[src/rtl/pcgbr_pkg.sv]
// Package for the PCG bounded random generator.
// Holds command codes, register reset values and the XSH-RR output permutation.
// No dependencies.
package pcgbr_pkg;

  localparam logic [1:0] CMD_RESEED  = 2'd0;
  localparam logic [1:0] CMD_BOUNDED = 2'd1;
  localparam logic [1:0] CMD_RAW     = 2'd2;
  localparam logic [1:0] CMD_UNUSED  = 2'd3;

  localparam logic [0:0] REG_MULTIPLIER = 1'd0;
  localparam logic [0:0] REG_INCREMENT  = 1'd1;

  localparam logic [63:0] MUL_RESET = 64'd6364136223846793005;
  localparam logic [63:0] INC_RESET = 64'd1442695040888963407;

  // XSH-RR: xorshift high bits, then rotate right by the top five bits.
  function automatic logic [31:0] permute(input logic [63:0] s);
    logic [31:0] x;
    logic [4:0]  rot;
    logic [63:0] xx;
    x   = s[58:27] ^ {13'd0, s[63:45]};
    rot = s[63:59];
    xx  = {x, x} >> rot;
    return xx[31:0];
  endfunction

endpackage

[src/rtl/pcgbr_mul32.sv]
// Shared 32 x 32 unsigned multiplier with a registered 64-bit product.
// No dependencies.
module pcgbr_mul32 (
  input  logic        clk,
  input  logic [31:0] op_a,
  input  logic [31:0] op_b,
  output logic [63:0] prod_r
);

  always_ff @(posedge clk) begin
    prod_r <= 64'(op_a) * 64'(op_b);
  end

endmodule

[src/rtl/pcg_bounded_random_generator.sv]
// Top level of the PCG bounded random generator.
// Depends on pcgbr_pkg and pcgbr_mul32.
//
// Usage:
// Commands enter on the in_ stream: in_tuser carries the command (reseed,
// bounded integer, raw 64-bit fraction), in_tdata the seed and the two bounds.
// Every accepted item gives exactly one 64-bit item on the out_ stream.
// The cfg_ port writes the LCG multiplier (index 0) and increment (index 1)
// in the cycle that cfg_wr_en is high.
// All 64-bit state and range products are built from one 32 x 32 multiplier.
// A state step runs on it through M0 to M3 (three partial products plus the
// increment) and stores the result in POST. The narrow bounded integer adds
// one range product, the raw fraction a second state step, and the wide bounded
// integer a second state step plus three range products (none for the full span).
// in_tready is high only while no item is in work and returns in the cycle
// that out_tvalid rises, so an item is taken only once the last one is done.
// The finished result waits in an output register; a new item is accepted
// while it waits, and its own result is held back until the register drains.
// After reset the block runs a reseed with zero under the reset register
// values, which keeps in_tready low through INIT, M0 to M3 and POST.
module pcg_bounded_random_generator (
  input  logic          clk,
  input  logic          rst_n,
  input  logic          in_tvalid,
  output logic          in_tready,
  input  logic [191:0]  in_tdata,   // seed_value[63:0], bound_a[127:64], bound_b[191:128]
  input  logic [1:0]    in_tuser,   // cmd[1:0]
  output logic          out_tvalid,
  input  logic          out_tready,
  output logic [63:0]   out_tdata,  // value[63:0]
  input  logic          cfg_wr_en,
  input  logic [0:0]    cfg_addr,
  input  logic [63:0]   cfg_wr_data
);

  localparam logic [3:0] ST_IDLE = 4'd0;
  localparam logic [3:0] ST_INIT = 4'd1;
  localparam logic [3:0] ST_RNG  = 4'd2;
  localparam logic [3:0] ST_M0   = 4'd3;
  localparam logic [3:0] ST_M1   = 4'd4;
  localparam logic [3:0] ST_M2   = 4'd5;
  localparam logic [3:0] ST_M3   = 4'd6;
  localparam logic [3:0] ST_POST = 4'd7;
  localparam logic [3:0] ST_P0   = 4'd8;
  localparam logic [3:0] ST_P1   = 4'd9;
  localparam logic [3:0] ST_P2   = 4'd10;
  localparam logic [3:0] ST_P3   = 4'd11;
  localparam logic [3:0] ST_FIN  = 4'd12;

  logic [3:0]  state_r;
  logic        init_r;
  logic        adv_r;
  logic [1:0]  cmd_r;
  logic [63:0] mul_r;
  logic [63:0] inc_r;
  logic [63:0] lcg_state_r;
  logic [63:0] src_r;
  logic [63:0] acc_r;
  logic [63:0] acc_nxt;
  logic [63:0] lo_r;
  logic [63:0] hi_r;
  logic [63:0] n_r;
  logic [31:0] r0_r;
  logic [31:0] r1_r;
  logic        out_tvalid_r;
  logic [63:0] out_tdata_r;

  logic [63:0] mul_use;
  logic [63:0] inc_use;
  logic [31:0] op_a;
  logic [31:0] op_b;
  logic [63:0] prod_r;
  logic [63:0] add_base;
  logic [63:0] add_term;
  logic        narrow;
  logic        full_span;
  logic        a_le_b;
  logic [63:0] bound_a;
  logic [63:0] bound_b;

  assign bound_a    = in_tdata[127:64];
  assign bound_b    = in_tdata[191:128];
  assign a_le_b     = $signed(bound_a) <= $signed(bound_b);
  assign mul_use    = init_r ? pcgbr_pkg::MUL_RESET : mul_r;
  assign inc_use    = init_r ? pcgbr_pkg::INC_RESET : inc_r;
  assign narrow     = (n_r[63:32] == 32'd0) && (n_r[31:0] != 32'd0)
                      && (n_r[31:0] != 32'hFFFF_FFFF);
  assign full_span  = (n_r == 64'd0);
  assign in_tready  = (state_r == ST_IDLE);
  assign out_tvalid = out_tvalid_r;
  assign out_tdata  = out_tdata_r;

  always_comb begin
    unique case (state_r)
      ST_M0: begin
        op_a = src_r[31:0];
        op_b = mul_use[31:0];
      end
      ST_M1: begin
        op_a = src_r[31:0];
        op_b = mul_use[63:32];
      end
      ST_M2: begin
        op_a = src_r[63:32];
        op_b = mul_use[31:0];
      end
      ST_P0: begin
        op_a = narrow ? r0_r : r1_r;
        op_b = n_r[31:0];
      end
      ST_P1: begin
        op_a = r1_r;
        op_b = n_r[63:32];
      end
      ST_P2: begin
        op_a = r0_r;
        op_b = n_r[63:32];
      end
      default: begin
        op_a = 32'd0;
        op_b = 32'd0;
      end
    endcase
  end

  pcgbr_mul32 u_mul (
    .clk    (clk),
    .op_a   (op_a),
    .op_b   (op_b),
    .prod_r (prod_r)
  );

  always_comb begin
    unique case (state_r)
      ST_M1: begin
        add_base = inc_use;
        add_term = prod_r;
      end
      ST_M2, ST_M3: begin
        add_base = acc_r;
        add_term = {prod_r[31:0], 32'd0};
      end
      ST_P1, ST_P3: begin
        add_base = acc_r;
        add_term = {32'd0, prod_r[63:32]};
      end
      ST_P2: begin
        add_base = acc_r;
        add_term = prod_r;
      end
      default: begin
        add_base = acc_r;
        add_term = 64'd0;
      end
    endcase
    acc_nxt = add_base + add_term;
  end

  always_ff @(posedge clk) begin
    if (!rst_n) begin
      state_r      <= ST_INIT;
      init_r       <= 1'b1;
      adv_r        <= 1'b0;
      out_tvalid_r <= 1'b0;
      mul_r        <= pcgbr_pkg::MUL_RESET;
      inc_r        <= pcgbr_pkg::INC_RESET;
    end else begin
      if (cfg_wr_en) begin
        unique case (cfg_addr)
          pcgbr_pkg::REG_MULTIPLIER: mul_r <= cfg_wr_data;
          pcgbr_pkg::REG_INCREMENT:  inc_r <= cfg_wr_data;
          default: ;
        endcase
      end
      if (out_tvalid_r && out_tready && (state_r != ST_FIN)) begin
        out_tvalid_r <= 1'b0;
      end

      unique case (state_r)
        ST_IDLE: begin
          if (in_tvalid) begin
            cmd_r <= in_tuser;
            adv_r <= 1'b0;
            r0_r  <= pcgbr_pkg::permute(lcg_state_r);
            lo_r  <= a_le_b ? bound_a : bound_b;
            hi_r  <= a_le_b ? bound_b : bound_a;
            unique case (in_tuser)
              pcgbr_pkg::CMD_RESEED: begin
                src_r   <= in_tdata[63:0] + inc_r;
                state_r <= ST_M0;
              end
              pcgbr_pkg::CMD_BOUNDED: begin
                src_r   <= lcg_state_r;
                state_r <= ST_RNG;
              end
              pcgbr_pkg::CMD_RAW: begin
                src_r   <= lcg_state_r;
                state_r <= ST_M0;
              end
              default: begin
                acc_r   <= 64'd0;
                state_r <= ST_FIN;
              end
            endcase
          end
        end
        ST_INIT: begin
          src_r   <= pcgbr_pkg::INC_RESET;
          state_r <= ST_M0;
        end
        ST_RNG: begin
          n_r     <= hi_r - lo_r + 64'd1;
          state_r <= ST_M0;
        end
        ST_M0: state_r <= ST_M1;
        ST_M1: begin
          acc_r   <= acc_nxt;
          state_r <= ST_M2;
        end
        ST_M2: begin
          acc_r   <= acc_nxt;
          state_r <= ST_M3;
        end
        ST_M3: begin
          acc_r   <= acc_nxt;
          state_r <= ST_POST;
        end
        ST_POST: begin
          if (init_r) begin
            lcg_state_r <= acc_r;
            init_r      <= 1'b0;
            state_r     <= ST_IDLE;
          end else begin
            unique case (cmd_r)
              pcgbr_pkg::CMD_RESEED: begin
                lcg_state_r <= acc_r;
                acc_r       <= 64'd0;
                state_r     <= ST_FIN;
              end
              pcgbr_pkg::CMD_BOUNDED: begin
                if (narrow) begin
                  lcg_state_r <= acc_r;
                  state_r     <= ST_P0;
                end else if (!adv_r) begin
                  r1_r    <= pcgbr_pkg::permute(acc_r);
                  src_r   <= acc_r;
                  adv_r   <= 1'b1;
                  state_r <= ST_M0;
                end else begin
                  lcg_state_r <= acc_r;
                  if (full_span) begin
                    acc_r   <= {r1_r, r0_r};
                    state_r <= ST_FIN;
                  end else begin
                    state_r <= ST_P0;
                  end
                end
              end
              pcgbr_pkg::CMD_RAW: begin
                if (!adv_r) begin
                  r1_r    <= pcgbr_pkg::permute(acc_r);
                  src_r   <= acc_r;
                  adv_r   <= 1'b1;
                  state_r <= ST_M0;
                end else begin
                  lcg_state_r <= acc_r;
                  acc_r       <= {r1_r, r0_r};
                  state_r     <= ST_FIN;
                end
              end
              default: state_r <= ST_FIN;
            endcase
          end
        end
        ST_P0: begin
          acc_r   <= lo_r;
          state_r <= narrow ? ST_P3 : ST_P1;
        end
        ST_P1: begin
          acc_r   <= acc_nxt;
          state_r <= ST_P2;
        end
        ST_P2: begin
          acc_r   <= acc_nxt;
          state_r <= ST_P3;
        end
        ST_P3: begin
          acc_r   <= acc_nxt;
          state_r <= ST_FIN;
        end
        ST_FIN: begin
          if (!out_tvalid_r || out_tready) begin
            out_tdata_r  <= acc_r;
            out_tvalid_r <= 1'b1;
            state_r      <= ST_IDLE;
          end
        end
        default: state_r <= ST_IDLE;
      endcase
    end
  end

endmodule

[config.mk]
export PLATFORM = sky130hd
export DESIGN_NAME = pcg_bounded_random_generator
export DESIGN_NICKNAME = d
export VERILOG_FILES = /design/src/rtl/pcgbr_pkg.sv /design/src/rtl/pcgbr_mul32.sv /design/src/rtl/pcg_bounded_random_generator.sv
export SDC_FILE = /design/constraint.sdc
export NUM_CORES = 2
export LEC_CHECK = 0
export ABC_AREA = 1
export BUFFER_PORTS_ARGS = -buffer_cell sky130_fd_sc_hd__buf_2
export CAP_MARGIN = 15
export CORE_UTILIZATION = 53
export CTS_CLUSTER_DIAMETER = 120
export DETAILED_ROUTE_END_ITERATION = 8
export GPL_TIMING_DRIVEN = 1
export PLACE_DENSITY = 0.8
export RECOVER_POWER = 100
export SYNTH_ARGS = -nofsm -noshare
export SYNTH_HDL_FRONTEND = slang
export SYNTH_SLANG_ARGS = --single-unit
export TNS_END_PERCENT = 20
[constraint.sdc]
create_clock -name clk -period 12.15 [get_ports clk]
set_clock_uncertainty 0.15 [all_clocks]
set_input_delay 0 -clock clk [delete_from_list [all_inputs] [get_ports clk]]
set_output_delay 0 -clock clk [all_outputs]
set_load 0.02 [all_outputs]
==> metrics <==
DRC Markers 29; Final Worst Setup Slack roughly 0.89 ns; Die Span Y ~410 µm; fill cell total of the finished layout between 10000 and 15000; Clock Latency Late Sink between 0.7 and 0.8 ns; setup TNS 0 ns; Power Density 241 mW/mm²; Total GRT Usage between 50% and 60%; Leak a little under 50 nW; status complete, but fails checks; Post-synth EDFFs just over 500; sequential cell area fraction in the yosys report 22.0%; fin. max-slew vios 1489; Synth Flop Type edfxtp_1; WP data required roughly 13 ns; area share of the largest cell type after synthesis 20.4%; Post-Synthesis Cells 12129; crit path DAT between 10 and 15 ns; initial core utilization 53.4%; critical path fanouts, max 35; ys async rst share 0%; final hold vios 0; CTS tree built; Num CTS Buffers 83; Vias 91845; post-route ant nets 0; placed cell count roughly 14000; I/O Pins 330; Crit path max-delay family adder cells; Syn Area/Cell 7.26 µm²; via/cell ratio 6.12; number of cell rows roughly 150; CP max stage delay between 1 and 1.5 ns; port bufs 329; Finished Layout Cells about 15000; most frequent cells in the layout 3119 x nand2_1, 2291 x inv_1, 1089 x nor2_1; Tot Pwr 0.0238 W; Mapped Area about 0.088 mm²; Nets roughly 14000; core area 0.165 mm²; H-tree levels 3; synth top area cells fa_1 20%, edfxtp_1 18%, nand2_1 13%; Root Driver clkbuf_16; commonest non-fill, non-tap cell in the layout nand2_1; R2R Setup Slk a little under 0.9 ns; DRT Pass-1 Iters 9; critical path type register to register; RSZ-0062 raised after global routing no; first-pass GRT wire length between 600 and 700 mm; slowest cell on the critical path inv_1; global route overflow 0; die area between 0.15 and 0.2 mm²; worst hold slack 0.0241 ns; biggest area consumer among synthesized cells fa_1; initial antenna violation count 63; synth warn 0; Max Root-Sink Buffers 3; share of cells above drive strength 1 between 5 and 6%; Post-Synthesis Net Count between 10000 and 15000; Reg clk slew, reported paths ~0.06 ns; Peak VDD IR between 0.0002 and 0.00025 V; RePlAce Congestion between 1 and 1.5; Die Wd ~410 µm; vias in the first global route about 88000; WL final 431 mm; relative max-transition margin -201%; largest net degree at the start of global routing 129; Yosys reg bits 713; DRT iter0 DRCs ~15000; # setup viols final 0; worst slew pin tran between 4 and 5 ns; crit end category register; post-CTS setup buffers 0; type of the worst min-delay path input port to register; Distinct cells, synth 58; failing checks design-rule violations, max-capacitance violations, max-slew violations; Worst Setup Start Kind register; Fmax achieved 0.0888 GHz; clock sinks between 700 and 800; Place WS between 1.5 and 2 ns; Wirelength per Cell 28.7 µm; Final HPWL DP between 300 and 400 mm; CP dominant cell by count fa_1; area delta synth->final 12.5%; crit path buf inv count 5; Final Critical Period approximately 11 ns; max_cap viols 31; Tcrit/Tclk final ~93%
-- per-layer routing --
metal  vias up  track usage [%]  share of wire [%]
li1      39246                -                  -
met1     43154             63.4                 36
met2      7499             71.1                 40
met3      1906             19.7                 15
met4        40             35.6                8.9
met5         -            0.546               0.14
-- Yosys cell counts, types with 67 or more instances --
| library cell | n |
|---|---|
| xor2_1 | 123 |
| edfxtp_1 | 514 |
| a21oi_1 | 444 |
| buf_2 | 203 |
| dfxtp_1 | 199 |
| nand3_1 | 733 |
| fa_1 | 899 |
| o21ai_0 | 765 |
| nand4_1 | 193 |
| nor2_1 | 1100 |
| inv_1 | 2288 |
| o211ai_1 | 67 |
| o22ai_1 | 88 |
| nand2_1 | 3120 |
| clkbuf_1 | 234 |
| ha_1 | 584 |
-- metrics by stage --
step	util, %	instance area [µm²]
after global placement	55.5	91500
after floorplan	-	88100
final	60.1	99100
after detailed placement	55.5	91500
after global routing	60.0	99000
after CTS	60.2	99200
-- power by group --
| part | total (W) | switching, W | internal, W | leakage (nW) |
|---|---|---|---|---|
| combinational | 0.0176 | 0.0123 | 0.00534 | 41.1 |
| clock | 0.00259 | 0.00122 | 0.00137 | 1.29 |
| sequential | 0.00363 | 0.000346 | 0.00329 | 6.34 |
| total | 0.0238 | 0.0138 | 0.0100 | 48.7 |
-- flip-flops by register name, indices dropped and copies added, names as in the netlist, 64 cells and up --
register / flops
n_r: 64
src_r: 64
out_tdata: 64
mul_r: 64
acc_r: 64
u_mul.prod_r: 64
hi_r: 64
lcg_state_r: 64
lo_r: 64
inc_r: 64
-- timing repair --
| action | in CTS | in global routing |
|---|---|---|
| hold endpoints to repair | 335 | 0 |
| hold buffers | 504 | 0 |
| gates resized for setup | 0 | 0 |
-- cells by family (layout without fill, tap and decap cells) --
| kind of cell | Yosys count | in the layout | share of synthesized area [%] |
|---|---|---|---|
| simple gates | 5325 | 5325 | 24.9 |
| buf+inv | 2855 | 3495 | 12.6 |
| compound gates | 1575 | 1575 | 9.86 |
| fa+ha+maj | 1483 | 1483 | 28.7 |
| flops | 713 | 713 | 22.0 |
| xor+xnor | 152 | 152 | 1.51 |
| mux | 26 | 26 | 0.295 |
| other cells | 0 | 53 | 0 |
-- worst min-delay path, cell delays in order --
cell	delay, ns
dlygate4sd3_1	0.54
buf_2	0.16
nand2_1	0.10
nand3_1	0.08
nand2_1	0.05
-- final timing paths --
kind             start               end  cells after the start
max reg2reg     init_r  u_mul.prod_r[57]                     28
max             init_r  u_mul.prod_r[57]                     28
min reg2reg  mul_r[57]         mul_r[57]                      2
min          in_tvalid             adv_r                      5
-- layout make-up --
| cell class | instances | area (µm²) | share of cell area [%] |
|---|---|---|---|
| Clock inverter | 53 | 553 | 0.558 |
| Timing Repair Buffer | 991 | 7630 | 7.71 |
| Clock buffer | 98 | 2130 | 2.15 |
| Antenna cell | 53 | 133 | 0.134 |
| Tap cell | 2189 | 2740 | 2.76 |
| Multi-Input combinational cell | 8561 | 57600 | 58.2 |
| Sequential cell | 713 | 19400 | 19.6 |
| Inverter | 2353 | 8840 | 8.92 |
Note: power is estimated with default switching activity, not from simulation.
